==> config.mk <==
export PLATFORM = sky130hd
export DESIGN_NAME = intel_hex_record_parser_top
export DESIGN_NICKNAME = d
export VERILOG_FILES = /design/src/rtl/ihex_pkg.sv /design/src/rtl/ihex_parse.sv /design/src/rtl/ihex_rsp_fifo.sv /design/src/rtl/intel_hex_record_parser_top.sv
export SDC_FILE = /design/constraint.sdc
export NUM_CORES = 1
export LEC_CHECK = 0
export BUFFER_PORTS_ARGS = -buffer_cell sky130_fd_sc_hd__buf_2
export CAP_MARGIN = 10
export CORE_UTILIZATION = 45
export CTS_CLUSTER_DIAMETER = 200
export DETAILED_ROUTE_END_ITERATION = 8
export PLACE_DENSITY = 0.65
export SYNTH_ARGS = -nofsm -noshare
export SYNTH_HDL_FRONTEND = slang
export SYNTH_SLANG_ARGS = --single-unit
==> constraint.sdc <==
create_clock -name clock -period 7 [get_ports clock]
set_input_delay 1.05 -clock clock [delete_from_list [all_inputs] [get_ports clock]]
set_output_delay 1.05 -clock clock [all_outputs]
set_load 0.02 [all_outputs]
==> src/rtl/ihex_pkg.sv <==
`default_nettype none

package ihex_pkg;

   localparam int CharWidth = 8;
   localparam int UpperWidth = 16;
   localparam int AddrWidth = 32;
   localparam int HalfWidth = 16;
   localparam int PosWidth = 10;

   localparam logic [UpperWidth-1:0] UpperAddrReset = 16'd2048;

   localparam logic [CharWidth-1:0] ColonChar = 8'd58;
   localparam logic [CharWidth-1:0] DigitLow = 8'd48;
   localparam logic [CharWidth-1:0] DigitHigh = 8'd57;
   // non-digit decode: (c - 55) mod 16 == c[3:0] + 9 mod 16
   localparam logic [3:0] LetterNibbleAdj = 4'd9;

   // character positions within a record, colon at position 0
   localparam logic [PosWidth-1:0] PosStart = 10'd1;
   localparam logic [PosWidth-1:0] PosByteCount = 10'd2;
   localparam logic [PosWidth-1:0] PosOffsetHigh = 10'd4;
   localparam logic [PosWidth-1:0] PosOffsetLow = 10'd6;
   localparam logic [PosWidth-1:0] PosType = 10'd8;
   localparam logic [PosWidth-1:0] PosData = 10'd10;

   localparam logic [3:0] DataTypeDigit = 4'd0;

   // result queue depth
   localparam int RspDepth = 3;

   typedef enum logic {
      RSP_WRITE = 1'b0,
      RSP_END   = 1'b1
   } rsp_kind_type;

   typedef struct packed {
      rsp_kind_type          kind;
      logic [AddrWidth-1:0]  addr;
      logic [HalfWidth-1:0]  half;
      logic                  checksum_ok;
      logic                  was_data;
   } rsp_word_type;

endpackage

`default_nettype wire

==> src/rtl/ihex_parse.sv <==
`default_nettype none

module ihex_parse (
   input  wire logic                            clock,
   input  wire logic                            reset,
   input  wire logic                            csr_wr_en,
   input  wire logic [ihex_pkg::UpperWidth-1:0] csr_wr_data,
   input  wire logic                            char_valid,
   input  wire logic [ihex_pkg::CharWidth-1:0]  char_data,
   output logic                                 res_valid,
   output ihex_pkg::rsp_word_type               res_word
);
   import ihex_pkg::*;

   logic [UpperWidth-1:0] upper_ff, upper_in;
   logic [PosWidth-1:0]   pos_ff, pos_in;
   logic                  in_record_ff, in_record_in;
   logic [7:0]            count_ff, count_in;
   logic [15:0]           offset_ff, offset_in;
   logic [3:0]            type_ff, type_in;
   logic [3:0]            high_ff, high_in;
   logic [7:0]            low_ff, low_in;
   logic [7:0]            sum_ff, sum_in;
   logic [7:0]            pair_ff, pair_in;

   logic [3:0]            nib;
   logic [7:0]            byte_val;
   logic [7:0]            sum_next;
   logic [PosWidth-1:0]   pos_rel;
   logic [PosWidth-2:0]   data_idx;
   logic [AddrWidth-1:0]  write_addr;

   always_comb begin
      if (char_data >= DigitLow && char_data <= DigitHigh) begin
         nib = char_data[3:0];
      end else begin
         nib = char_data[3:0] + LetterNibbleAdj;
      end
      byte_val = {high_ff, nib};
      sum_next = sum_ff + byte_val;
      pos_rel = pos_ff - PosData;
      data_idx = pos_rel[PosWidth-1:1];
      write_addr = {upper_ff, offset_ff} + AddrWidth'({pair_ff, 1'b0});
   end

   always_comb begin
      upper_in = upper_ff;
      pos_in = pos_ff;
      in_record_in = in_record_ff;
      count_in = count_ff;
      offset_in = offset_ff;
      type_in = type_ff;
      high_in = high_ff;
      low_in = low_ff;
      sum_in = sum_ff;
      pair_in = pair_ff;
      res_valid = 1'b0;
      res_word = '0;

      if (csr_wr_en) begin
         upper_in = csr_wr_data;
      end

      if (char_valid) begin
         if (char_data == ColonChar) begin
            // restart, drop any partial record
            in_record_in = 1'b1;
            pos_in = PosStart;
            count_in = '0;
            offset_in = '0;
            type_in = '0;
            high_in = '0;
            low_in = '0;
            sum_in = '0;
            pair_in = '0;
         end else if (in_record_ff) begin
            pos_in = pos_ff + PosWidth'(1);
            if (pos_ff[0]) begin
               high_in = nib;
            end else begin
               sum_in = sum_next;
               if (pos_ff == PosByteCount) begin
                  count_in = byte_val;
               end else if (pos_ff == PosOffsetHigh) begin
                  offset_in = {byte_val, offset_ff[7:0]};
               end else if (pos_ff == PosOffsetLow) begin
                  offset_in = {offset_ff[15:8], byte_val};
               end else if (pos_ff == PosType) begin
                  type_in = nib;
               end else if (pos_ff >= PosData) begin
                  if (data_idx < {1'b0, count_ff}) begin
                     if (!data_idx[0]) begin
                        low_in = byte_val;
                     end else if (type_ff == DataTypeDigit) begin
                        pair_in = pair_ff + 8'd1;
                        res_valid = 1'b1;
                        res_word.kind = RSP_WRITE;
                        res_word.addr = write_addr;
                        res_word.half = {byte_val, low_ff};
                     end
                  end else begin
                     // checksum byte done: close the record
                     in_record_in = 1'b0;
                     pos_in = '0;
                     res_valid = 1'b1;
                     res_word.kind = RSP_END;
                     res_word.checksum_ok = (sum_next == 8'd0);
                     res_word.was_data = (type_ff == DataTypeDigit);
                  end
               end
            end
         end
      end
   end

   always_ff @(posedge clock) begin
      if (reset) begin
         upper_ff <= UpperAddrReset;
         pos_ff <= '0;
         in_record_ff <= 1'b0;
         count_ff <= '0;
         offset_ff <= '0;
         type_ff <= '0;
         high_ff <= '0;
         low_ff <= '0;
         sum_ff <= '0;
         pair_ff <= '0;
      end else begin
         upper_ff <= upper_in;
         pos_ff <= pos_in;
         in_record_ff <= in_record_in;
         count_ff <= count_in;
         offset_ff <= offset_in;
         type_ff <= type_in;
         high_ff <= high_in;
         low_ff <= low_in;
         sum_ff <= sum_in;
         pair_ff <= pair_in;
      end
   end

`ifndef ASSERT_OFF
   a_end_closes: assert property (@(posedge clock) disable iff (reset)
      res_valid && res_word.kind == RSP_END |=> !in_record_ff)
      else $error("record end left parser inside a record");

   a_result_needs_record: assert property (@(posedge clock) disable iff (reset)
      res_valid |-> in_record_ff && char_valid && !pos_ff[0])
      else $error("result produced outside a record byte");
`endif

endmodule

`default_nettype wire

==> src/rtl/ihex_rsp_fifo.sv <==
`default_nettype none

module ihex_rsp_fifo (
   input  wire logic                            clock,
   input  wire logic                            reset,
   input  wire logic                            push,
   input  wire ihex_pkg::rsp_word_type          push_word,
   input  wire logic                            pop,
   output logic                                 head_valid,
   output ihex_pkg::rsp_word_type               head_word,
   output logic [$clog2(ihex_pkg::RspDepth+1)-1:0] count
);
   import ihex_pkg::*;

   localparam int PtrWidth = $clog2(RspDepth);
   localparam int CntWidth = $clog2(RspDepth + 1);
   localparam logic [PtrWidth-1:0] LastPtr = PtrWidth'(RspDepth - 1);

   rsp_word_type          entries_ff [RspDepth];
   logic [PtrWidth-1:0]   wptr_ff, wptr_in;
   logic [PtrWidth-1:0]   rptr_ff, rptr_in;
   logic [CntWidth-1:0]   count_ff, count_in;

   always_comb begin
      wptr_in = wptr_ff;
      rptr_in = rptr_ff;
      count_in = count_ff;
      if (push) begin
         wptr_in = (wptr_ff == LastPtr) ? '0 : wptr_ff + PtrWidth'(1);
      end
      if (pop) begin
         rptr_in = (rptr_ff == LastPtr) ? '0 : rptr_ff + PtrWidth'(1);
      end
      case ({push, pop})
         2'b10:   count_in = count_ff + CntWidth'(1);
         2'b01:   count_in = count_ff - CntWidth'(1);
         default: count_in = count_ff;
      endcase
   end

   assign head_valid = (count_ff != '0);
   assign head_word = entries_ff[rptr_ff];
   assign count = count_ff;

   always_ff @(posedge clock) begin
      if (push) begin
         entries_ff[wptr_ff] <= push_word;
      end
   end

   always_ff @(posedge clock) begin
      if (reset) begin
         wptr_ff <= '0;
         rptr_ff <= '0;
         count_ff <= '0;
      end else begin
         wptr_ff <= wptr_in;
         rptr_ff <= rptr_in;
         count_ff <= count_in;
      end
   end

`ifndef ASSERT_OFF
   a_no_overflow: assert property (@(posedge clock) disable iff (reset)
      count_ff == CntWidth'(RspDepth) && !pop |-> !push)
      else $error("push into full result queue");

   a_no_underflow: assert property (@(posedge clock) disable iff (reset)
      pop |-> count_ff != '0)
      else $error("pop from empty result queue");
`endif

endmodule

`default_nettype wire

==> src/rtl/intel_hex_record_parser_top.sv <==
`default_nettype none

// Intel HEX record parser.
// Request channel: one ASCII character per word on req_ascii_char, taken at a
// rising edge with req_valid high and req_stall low. A ':' opens a record;
// byte count, offset, type, data and checksum follow as hex digit pairs.
// Response channel: one word per halfword flash write (rsp_result_kind 0,
// address and little-endian halfword) and one word at each record end
// (rsp_result_kind 1, checksum verdict and data-record flag). Data records
// with an odd byte count drop the last byte from the writes.
// Configuration: csr_wr_en/csr_wr_data load the upper 16 address bits;
// write it only while the block is idle.
// A taken character is held in the input register, then parsed; any response
// word it causes enters the queue and shows on rsp_ once it reaches the head.
// Throughput: one character per cycle, sustained as long as the receiver
// takes responses; the three-word result queue absorbs a stalled receiver.
// req_stall is a registered flag that rises once the queue plus the input
// register could not absorb another word.
// Reset: synchronous, active high; the parser leaves any record, the queue
// empties and the upper address returns to 0x0800.
module intel_hex_record_parser_top (
   input  wire logic                            clock,
   input  wire logic                            reset,
   input  wire logic                            csr_wr_en,
   input  wire logic [ihex_pkg::UpperWidth-1:0] csr_wr_data,
   input  wire logic                            req_valid,
   output logic                                 req_stall,
   input  wire logic [ihex_pkg::CharWidth-1:0]  req_ascii_char,
   output logic                                 rsp_valid,
   input  wire logic                            rsp_stall,
   output logic                                 rsp_result_kind,
   output logic [ihex_pkg::AddrWidth-1:0]       rsp_write_address,
   output logic [ihex_pkg::HalfWidth-1:0]       rsp_write_halfword,
   output logic                                 rsp_checksum_ok,
   output logic                                 rsp_was_data_record
);
   import ihex_pkg::*;

   localparam int CntWidth = $clog2(RspDepth + 1);
   // one extra bit so queue count plus the input register cannot wrap
   localparam int OccWidth = CntWidth + 1;

   // input register
   logic                  in_valid_ff, in_valid_in;
   logic [CharWidth-1:0]  in_char_ff;
   logic                  req_stall_ff, req_stall_in;

   logic                  accept;
   logic                  fire;
   logic                  res_valid;
   rsp_word_type          res_word;
   logic                  push;
   logic                  pop;
   logic                  head_valid;
   rsp_word_type          head_word;
   logic [CntWidth-1:0]   q_count;
   logic [OccWidth-1:0]   occ_next;

   assign accept = req_valid && !req_stall_ff;
   // advance the held character whenever the queue has a free slot
   assign fire = in_valid_ff && (q_count != CntWidth'(RspDepth));
   assign push = fire && res_valid;
   assign pop = head_valid && !rsp_stall;

   always_comb begin
      in_valid_in = accept || (in_valid_ff && !fire);
      // occupancy after this edge: queue words plus a held character
      occ_next = OccWidth'(q_count) + OccWidth'(push) - OccWidth'(pop)
               + OccWidth'(in_valid_in);
      // stall when one more word might not find room
      req_stall_in = (occ_next >= OccWidth'(RspDepth));
   end

   always_ff @(posedge clock) begin
      if (accept) begin
         in_char_ff <= req_ascii_char;
      end
   end

   always_ff @(posedge clock) begin
      if (reset) begin
         in_valid_ff <= 1'b0;
         req_stall_ff <= 1'b0;
      end else begin
         in_valid_ff <= in_valid_in;
         req_stall_ff <= req_stall_in;
      end
   end

   ihex_parse u_parse (
      .clock       (clock),
      .reset       (reset),
      .csr_wr_en   (csr_wr_en),
      .csr_wr_data (csr_wr_data),
      .char_valid  (fire),
      .char_data   (in_char_ff),
      .res_valid   (res_valid),
      .res_word    (res_word)
   );

   ihex_rsp_fifo u_rsp_fifo (
      .clock      (clock),
      .reset      (reset),
      .push       (push),
      .push_word  (res_word),
      .pop        (pop),
      .head_valid (head_valid),
      .head_word  (head_word),
      .count      (q_count)
   );

   assign req_stall = req_stall_ff;
   assign rsp_valid = head_valid;
   assign rsp_result_kind = head_word.kind;
   assign rsp_write_address = head_word.addr;
   assign rsp_write_halfword = head_word.half;
   assign rsp_checksum_ok = head_word.checksum_ok;
   assign rsp_was_data_record = head_word.was_data;

`ifndef ASSERT_OFF
   a_room_when_open: assert property (@(posedge clock) disable iff (reset)
      !req_stall_ff |-> OccWidth'(q_count) + OccWidth'(in_valid_ff) < OccWidth'(RspDepth))
      else $error("request side open without room for another word");

   a_held_advances: assert property (@(posedge clock) disable iff (reset)
      in_valid_ff |-> fire)
      else $error("held character blocked by a full result queue");
`endif

endmodule

`default_nettype wire

==> qor.yml, run 1 <==
layout:
  syn2layout_area_growth_pct: 13.21
  drive_gt1_share_pct: 13.55
  seqCellArea_sq_um: 6699
  fin_util_pct: 52.43
  layout.nets: 1192
  n_antenna_cell: 0
  final_area_sq_um: 13320
  multi_input_area_sq_um: 4748
  fillers: 2252
placed_design:
  port_buffers: 81
  gp_congestion: 0.8726
  dp_hpwl_mm: 15.95
  place_area_sq_um: 12460
drt:
  drc: 0
  first_pass_iters: 5
  drt_iter0_drc: 586
  routedWlPerCell_um: 16.72
  ant_nets: 0
  drt_wl_total_mm: 24.64
  vias: 7922
  wl_met3_mm: 1.035
  routed_via_density: 5.374
  m1WireLength_mm: 11.64
  route.met2.wl_mm: 11.34
  highest_layer: "met4"
global_route:
  grt_pass1_wl_mm: 39.14
  overflow: 0
  antenna_found_initial: 0
  gr-usage-all-layers_pct: 18.51
  grt_max_degree: 103
  grt_pass1_vias: 7440
sta:
  setup_viol: 0
  report.final.slew_viol_count: 0
  rsz0062_at_grt: "no"
  finalCriticalPeriod_ns: 5.187
  relSlewSlack_pct: 26.35
  max_freq_ghz: 0.1928
  finalCritPeriodShare_pct: 74.10
  tns_ns: 0
  finClkSkew_ns: 0.01733
  finalHoldViolCount: 0
  tightest_slew_ns: 1.100
power_and_ir_drop:
  p_per_area_nw_per_um2: 240.9
  max-vdd-ir-drop_mv: 0.1651
  p_leak_uw: 0.004555
yosys:
  ys_seq_elements: 254
  async_flop_share_pct: 0
  synth-main-ff-cell: "edfxtp_1"
  ys_seq_area_share_pct: 56.93
  synthTopCellsByArea: "edfxtp_1 41%, dfxtp_1 16%, mux2i_1 5.9%"
  yosys_warnings: 0
  synth_top_area_share_pct: 41.10
  avgSynthCellArea_sq_um: 11.14
  synth_commonest_cells: "161 x edfxtp_1, 98 x nand2_1, 93 x dfxtp_1, 93 x nor2_1, 81 x o21ai_0"
  netlist_instances: 1056
  syn_area_sq_um: 11760
  ys_types: 67
  syn_nets: 1124
  synth_most_common_cell: "edfxtp_1"
  synth_edf_count: 161
  yosysTopAreaCell: "edfxtp_1"
cts:
  hold_buffers: 0
  cts_made_buffers: 27
  cts_setup_buffers: 0
  cts_root_buf: "clkbuf_16"
  cts_tree: "done"
  post_cts_resized: 0
  cts_max_path_buffers: 3
  clk_pin_slew_ns: 0.06
  clock-sinks: 254
  h-tree-depth: 1
  clk_latency_ns: 0.53
floorplanning:
  start_util_pct: 46.31
  ios: 82
  die_w_um: 163.7
  dieArea_sq_um: 26790
  die_h_um: 163.7
  core_area_sq_um: 25400
  num_rows: 58
worst_setup_path:
  cp-start-kind: "flip-flop"
  worst_setup_path_end_kind: "flip-flop"
  critical_path_required_ns: 7.40
  cp_max_fo: 10
  arrival_ns: 5.59
  path_class: "reg2reg"
status:
  status: "finished clean"
run:
  maxCapViolations: 0
worst_hold_path:
  min_path_type: "reg2reg"
==> cells by family after synthesis <==
family,share of synthesized area (%)
muxes,6.350
AOI/OAI and AO/OA,12.48
DFF,56.93
adders and majority gates,4.404
and+or+nand+nor,13.84
buffers and inverters,2.829
xor gates and xnor gates,3.170
==> final cells by class <==
class                   count  share of cell area, %
multi-input cells         719                  35.66
inverters                  31                 0.8738
clock buffers              34                  5.271
clock inverters            15                  1.184
repair buffers             91                  3.608
well taps                 330                  3.101
flip-flops and latches    254                  50.31
==> power by group <==
| group | switching, uW | total (uW) | leakage [uW] | internal [uW] |
|---|---|---|---|---|
| sequential | 22.3 | 1620 | 0.00228 | 1600 |
| clock | 565 | 1380 | 0.000411 | 820 |
| combinational | 129 | 205 | 0.00186 | 75.8 |
==> routing by layer <==
layer,track usage (%),vias to the layer above
li1,-,3988
met1,25.38,3734
met2,30.59,158
met3,2.209,42
met4,5.724,0
met5,0,-
==> worst max-delay path, stage by stage (launching register included) <==
cell	delay (ns)
dfxtp_1	0.52
inv_1	0.16
ha_1	0.23
nor2b_1	0.36
nor4_1	0.11
xor2_1	0.16
ha_1	0.29
and2_1	0.14
a221oi_1	0.59
o2111ai_4	0.30
o21ai_1	0.65
ha_1	0.41
fa_1	0.40
fa_1	0.50
o22ai_1	0.07
a21oi_1	0.11
nor2_1	0.05
==> cell usage in the layout, fill, tap and decap left out, types with 4 or more instances in the layout <==
| cell type | count |
|---|---|
| a211oi_1 | 5 |
| a21o_1 | 7 |
| a21oi_1 | 65 |
| a22oi_1 | 12 |
| a31oi_1 | 4 |
| and2_1 | 24 |
| and3_1 | 5 |
| buf_2 | 81 |
| buf_4 | 10 |
| clkbuf_1 | 7 |
| clkbuf_16 | 27 |
| clkinv_2 | 6 |
| clkinvlp_4 | 4 |
| dfxtp_1 | 91 |
| edfxtp_1 | 161 |
| fa_1 | 4 |
| ha_1 | 35 |
| inv_1 | 31 |
| mux2_2 | 5 |
| mux2i_1 | 69 |
| nand2_1 | 98 |
| nand2b_1 | 7 |
| nand3_1 | 30 |
| nand4_1 | 20 |
| nor2_1 | 93 |
| nor2b_1 | 8 |
| nor3_1 | 11 |
| nor4_1 | 4 |
| o2111ai_1 | 6 |
| o211ai_1 | 6 |
| o21a_1 | 13 |
| o21ai_0 | 81 |
| or3_1 | 11 |
| xnor2_1 | 17 |
| xor2_1 | 23 |
==> through the flow <==
step           hold slack [ns]  power, uW  setup slack (ns)  instances
2_1_floorplan           0.4273       1791           0.05190       1056
3_3_place_gp            0.4501       1851             2.102       1425
3_5_place_dp            0.4567       1855             1.932       1425
4_1_cts                 0.4650       3232             1.925       1474
5_1_grt                 0.4793       3315             1.579       1474
6_report                0.4650       3207             1.813       1474
==> final timing paths <==
check / depth (start not counted) / end / from / slack (ns)
max: 16 / req_stall / u_parse.pos_ff[2] / 1.81
min: 2 / u_parse.sum_ff[6] / u_parse.sum_ff[6] / 0.46
max reg2reg: 16 / req_stall / u_parse.pos_ff[2] / 1.81
min reg2reg: 2 / u_parse.sum_ff[6] / u_parse.sum_ff[6] / 0.46
==> sequential cells by signal (all words and copies together), names as in the netlist, named ones only <==
| name | count |
|---|---|
| u_parse.low_ff | 8 |
| u_parse.in_record_ff | 1 |
| u_rsp_fifo.count | 2 |
| u_parse.upper_ff | 16 |
| u_parse.count_ff | 8 |
| u_parse.offset_ff | 16 |
| u_parse.sum_ff | 8 |
| in_valid_ff | 1 |
| u_parse.type_ff | 4 |
| u_parse.high_ff | 4 |
| req_stall | 1 |
| u_parse.pair_ff | 8 |
| in_char_ff | 8 |
| u_rsp_fifo.rptr_ff | 2 |
| u_rsp_fifo.wptr_ff | 2 |
| u_parse.pos_ff | 10 |
| u_rsp_fifo.entries_ff | 153 |
Power figures use the tool's default switching activity.
==> inputs of run 2 (changes only) <==
--- a/config.mk
+++ b/config.mk
@@ -5,6 +5,7 @@
 export SDC_FILE = /design/constraint.sdc
 export NUM_CORES = 1
 export LEC_CHECK = 0
+export ABC_AREA = 1
 export BUFFER_PORTS_ARGS = -buffer_cell sky130_fd_sc_hd__buf_2
 export CAP_MARGIN = 10
 export CORE_UTILIZATION = 45
==> constraint.sdc (replaced) <==
create_clock -name clock -period 4.6 [get_ports clock]
set_input_delay 0.69 -clock clock [delete_from_list [all_inputs] [get_ports clock]]
set_output_delay 0.69 -clock clock [all_outputs]
set_load 0.02 [all_outputs]
==> qor.yml, run 2 <==
yosys:
  ys_types: 48
  synth_edf_count: 161
  ys_seq_elements: 254
  synth_commonest_cells: "225 x nand2_1, 203 x a21oi_1, 171 x nor2_1"
  ys_seq_area_share_pct: 55.58
  synth_most_common_cell: "nand2_1"
  yosys_warnings: 0
  async_flop_share_pct: 0
  netlist_instances: 1309
  avgSynthCellArea_sq_um: 9.204
  synthTopCellsByArea: "edfxtp_1 40%, dfxtp_1 15%, a21oi_1 8.4%"
  synth_top_area_share_pct: 40.13
  syn_nets: 1377
  synth-main-ff-cell: "edfxtp_1"
  syn_area_sq_um: 12050
  yosysTopAreaCell: "edfxtp_1"
status:
  violations: "design-rule violations"
  status: "finished with violations"
sta:
  finalHoldViolCount: 0
  setup_ws_ns: 0.6066
  tightest_slew_ns: 0.9104
  finalCritPeriodShare_pct: 86.81
  rsz0062_at_grt: "no"
  max_freq_ghz: 0.2504
  report.final.slew_viol_count: 0
  setup_viol: 0
  tns_ns: 0
  finClkSkew_ns: 0.01087
  finalCriticalPeriod_ns: 3.993
  relSlewSlack_pct: 38.93
placed_design:
  place_area_sq_um: 12780
  port_buffers: 81
  gp_congestion: 0.8476
  dp_cells: 1687
  dp_hpwl_mm: 17.67
  detailedPlace.worstSlack_ns: 0.6130
layout:
  syn2layout_area_growth_pct: 14.53
  drive_gt1_share_pct: 14.40
  regMostFlops: "u_rsp_fifo.entries_ff"
  fin_util_pct: 52.80
  n_antenna_cell: 0
  final_cell_mix: "225 x nand2_1, 203 x a21oi_1, 171 x nor2_1"
  reg_top3: "u_rsp_fifo.entries_ff: 153 flops, u_parse.offset_ff: 16 flops, u_parse.upper_ff: 16 flops"
  final_common_cell: "nand2_1"
  fillers: 2432
  instances_no_fill: 1738
  layout.nets: 1450
  largest_reg_flops: 153
  final_area_sq_um: 13800
floorplanning:
  die_h_um: 165.6
  num_rows: 59
  core_area_sq_um: 26130
  ios: 82
  dieArea_sq_um: 27430
  die_w_um: 165.6
  start_util_pct: 46.10
worst_setup_path:
  cp_common_cell: "nand2_1"
  slowest_stage: "dfxtp_1"
  path_cells: "inv_1 > ha_1 > nor2_4 > nor2_1 > xor2_1 > ha_1 > a21oi_1 > nand2_1 > nand2_1 > nand2_1 > nand2_1 > nand3b_1 > nand2_1 > ha_1 > fa_1 > fa_1 > or2_2 > a21oi_1"
  worst_setup_path_end_kind: "flip-flop"
  reg2reg_from: "u_parse.pos_ff[1]"
  critPathMaxStageDelay_ns: 0.50
  worst-path-buf-inv: 1
  arrival_ns: 4.45
  cp_max_fo: 10
  cp-start-kind: "flip-flop"
  critical_path_required_ns: 5.06
  cp_top_family: "adder cells"
  startpoint: "u_parse.pos_ff[1]"
  path_class: "reg2reg"
global_route:
  antenna_found_initial: 0
  gr-usage-all-layers_pct: 19.90
  grt_max_degree: 52
  grt_pass1_vias: 8571
  overflow: 0
  grt_pass1_wl_mm: 44.18
worst_hold_path:
  min_path_type: "in2reg"
  hp-start: "req_ascii_char[6]"
drt:
  drt_wl_total_mm: 27.29
  drc: 8
  drt_iter0_drc: 751
  vias: 9001
  first_pass_iters: 7
  routedWlPerCell_um: 15.70
  routed_via_density: 5.179
  ant_nets: 0
power_and_ir_drop:
  p_leak_uw: 0.005028
  p_per_area_nw_per_um2: 395.4
  max-vdd-ir-drop_mv: 0.2071
cts:
  clk_pin_slew_ns: 0.06
  cts_made_buffers: 27
  clock-sinks: 254
  cts_root_buf: "clkbuf_16"
  clk_latency_ns: 0.53
  hold_buffers: 0
  cts_max_path_buffers: 3
  cts_setup_buffers: 0
  h-tree-depth: 1
  post_cts_resized: 0
  cts_tree: "done"
run:
  maxCapViolations: 0
## run 2: cell types whose count changed after synthesis, moves of 11 or more
cell,before,now
nor2_1,93,171
o21a_1,13,2
and2_1,24,0
nand3_1,30,42
nor2_2,0,13
a22oi_1,12,0
mux2i_1,69,0
a21oi_1,65,203
o21ai_0,81,51
inv_1,31,106
nand2_1,98,225
## run 2: cells by family (layout without fill, tap and decap cells)
group / count (synthesis) / count (layout) / synth area share, %
AND/OR/NAND/NOR: 531 / 531 / 19.62
AO/OA/AOI/OAI: 285 / 285 / 12.55
flip-flops: 254 / 254 / 55.58
buffers and inverters: 169 / 263 / 5.701
adder cells (fa/ha/maj): 39 / 39 / 4.300
XOR/XNOR: 31 / 31 / 2.254
## run 2: power breakdown
part | switching, uW | total, uW | internal [uW]
combinational | 433 | 627 | 194
clock | 893 | 2370 | 1480
sequential | 27.9 | 2460 | 2430
total | 1350 | 5460 | 4100
## run 2: metal layers
metal	global-route usage, %	wire length (um)
met5	0	0
met4	4.957	501
met3	2.366	1203
met2	33.51	12600
met1	27.38	12980
## run 2: layout make-up
| type | instances | area [sq um] | area share, % |
|---|---|---|---|
| Clock inverter | 18 | 259.0 | 1.877 |
| Multi-Input combinational cell | 886 | 4676 | 33.89 |
| Timing Repair Buffer | 93 | 553.0 | 4.008 |
| Clock buffer | 32 | 729.5 | 5.287 |
| Sequential cell | 254 | 6699 | 48.55 |
| Tap cell | 335 | 419.2 | 3.038 |
| Inverter | 120 | 462.9 | 3.355 |
## run 2: per-stage QoR
step / total power (uW) / hold WS [ns]
3_5_place_dp: 3137 / 0.4552
6_report: 5456 / 0.3328
2_1_floorplan: 2919 / 0.4332
4_1_cts: 5508 / 0.3096
3_3_place_gp: 3128 / 0.4514
5_1_grt: 5657 / 0.3163
## run 2: path summary, 6_finish.rpt
kind	end	slack [ns]	cells past startpoint
min reg2reg	u_parse.low_ff[2]	0.46	2
max	req_stall	0.61	18
min	in_char_ff[6]	0.33	1
max reg2reg	req_stall	0.61	18
==> inputs of run 3 (changes only) <==
--- a/config.mk
+++ b/config.mk
@@ -11,6 +11,7 @@
 export CORE_UTILIZATION = 45
 export CTS_CLUSTER_DIAMETER = 200
 export DETAILED_ROUTE_END_ITERATION = 8
+export MAX_ROUTING_LAYER = met4
 export PLACE_DENSITY = 0.65
 export SYNTH_ARGS = -nofsm -noshare
 export SYNTH_HDL_FRONTEND = slang
==> qor.yml, run 3 (synthesized netlist as in run 2, its figures left out) <==
layout:
  reg_top3: "u_rsp_fifo.entries_ff: 153 flops, u_parse.offset_ff: 16 flops, u_parse.upper_ff: 16 flops"
  syn2layout_area_growth_pct: 12.98
  regMostFlops: "u_rsp_fifo.entries_ff"
  final_cell_mix: "225 x nand2_1, 203 x a21oi_1, 171 x nor2_1"
  largest_reg_flops: 153
  drive_gt1_share_pct: 13.63
  n_antenna_cell: 0
  final_common_cell: "nand2_1"
  layout.nets: 1449
floorplanning:
  start_util_pct: 46.10
  die_h_um: 165.6
  ios: 82
  num_rows: 59
  dieArea_sq_um: 27430
  die_w_um: 165.6
  core_area_sq_um: 26130
worst_setup_path:
  cp_top_family: "adder cells"
  path_class: "reg2reg"
  r2r_slack_ns: 0.62
  cp_common_cell: "nand2_1"
  worst-path-buf-inv: 1
  cp_max_fo: 10
  worst_setup_path_end_kind: "flip-flop"
  critical_path_required_ns: 5.06
  path_cells: "inv_1 > ha_1 > nor2_4 > nor2_1 > xor2_1 > ha_1 > a21oi_1 > nand2_1 > nand2_1 > nand2_1 > nand2_1 > nand3b_1 > nand2_1 > ha_1 > fa_1 > fa_1 > or2_2 > a21oi_1"
  arrival_ns: 4.44
  critPathMaxStageDelay_ns: 0.50
  slowest_stage: "dfxtp_1"
  cp-start-kind: "flip-flop"
sta:
  tns_ns: 0
  relSlewSlack_pct: 42.16
  finalHoldViolCount: 0
  setup_viol: 0
  rsz0062_at_grt: "no"
  report.final.slew_viol_count: 0
  finalCriticalPeriod_ns: 3.982
  finalCritPeriodShare_pct: 86.57
  finClkSkew_ns: 0.01978
  max_freq_ghz: 0.2511
  tightest_slew_ns: 0.8622
power_and_ir_drop:
  power_uw: 5078
  p_per_area_nw_per_um2: 373.1
  p_leak_uw: 0.004925
  max-vdd-ir-drop_mv: 0.2981
cts:
  hold_buffers: 0
  clock-sinks: 254
  post_cts_resized: 0
  cts_tree: "done"
  clk_latency_ns: 0.53
  cts_root_buf: "clkbuf_16"
  clk_pin_slew_ns: 0.06
  cts_max_path_buffers: 3
  h-tree-depth: 1
  cts_setup_buffers: 0
  cts_made_buffers: 27
worst_hold_path:
  min_path_type: "in2reg"
drt:
  routedWlPerCell_um: 15.69
  routed_via_density: 5.203
  drt_iter0_drc: 745
  drt_wl_total_mm: 27.24
  drc: 8
  vias: 9033
  ant_nets: 0
  first_pass_iters: 8
global_route:
  antenna_found_initial: 0
  overflow: 0
  grt_max_degree: 52
  grt_pass1_wl_mm: 44.25
  gr-usage-all-layers_pct: 20.58
  grt_pass1_vias: 8485
status:
  status: "finished with violations"
  violations: "design-rule violations"
placed_design:
  port_buffers: 81
  dp_hpwl_mm: 17.70
  gp_congestion: 0.8648
run:
  maxCapViolations: 0
run 3: power by group:
part           total, uW  switching [uW]  leakage (uW)  internal [uW]
registers           2460            26.3       0.00191           2430
clock network       1990             858      0.000391           1140
logic                625             433       0.00262            192
total               5080            1320       0.00492           3760
run 3: layer usage:
layer	track usage (%)	vias to the layer above	share of wire [%]
li1	-	4588	-
met2	32.07	202	46
met4	5.079	0	1.9
met3	2.676	34	5.1
met5	-	-	0
met1	28.51	4209	47
run 3: cell type report:
cell class	instances	area [sq um]
multi-input combinational	886	4676
timing repair buffer	92	545.5
tap	335	419.2
clock buffer	35	705.7
fill	2427	12520
sequential	254	6699
clock inverter	14	103.9
inverter	120	462.9
run 3: final timing paths:
path | start | endpoint | depth (start not counted)
min reg2reg | u_parse.low_ff[4] | u_parse.low_ff[4] | 2
max | u_parse.pos_ff[1] | req_stall | 18
min | req_ascii_char[6] | in_char_ff[6] | 1
max reg2reg | u_parse.pos_ff[1] | req_stall | 18
run 3: per-stage QoR:
step	hold WS (ns)	utilization [%]	setup WS (ns)	std cells	instance area, sq um
after detailed placement	0.4539	48.88	0.6301	1686	12770
after CTS	0.3122	51.98	0.6082	1735	13580
final	0.3328	52.09	0.6178	1736	13610
after floorplan	0.4332	-	0.2072	1309	12050
after global routing	0.3120	52.09	0.2910	1736	13610
after global placement	0.4520	48.88	0.7220	1686	12770
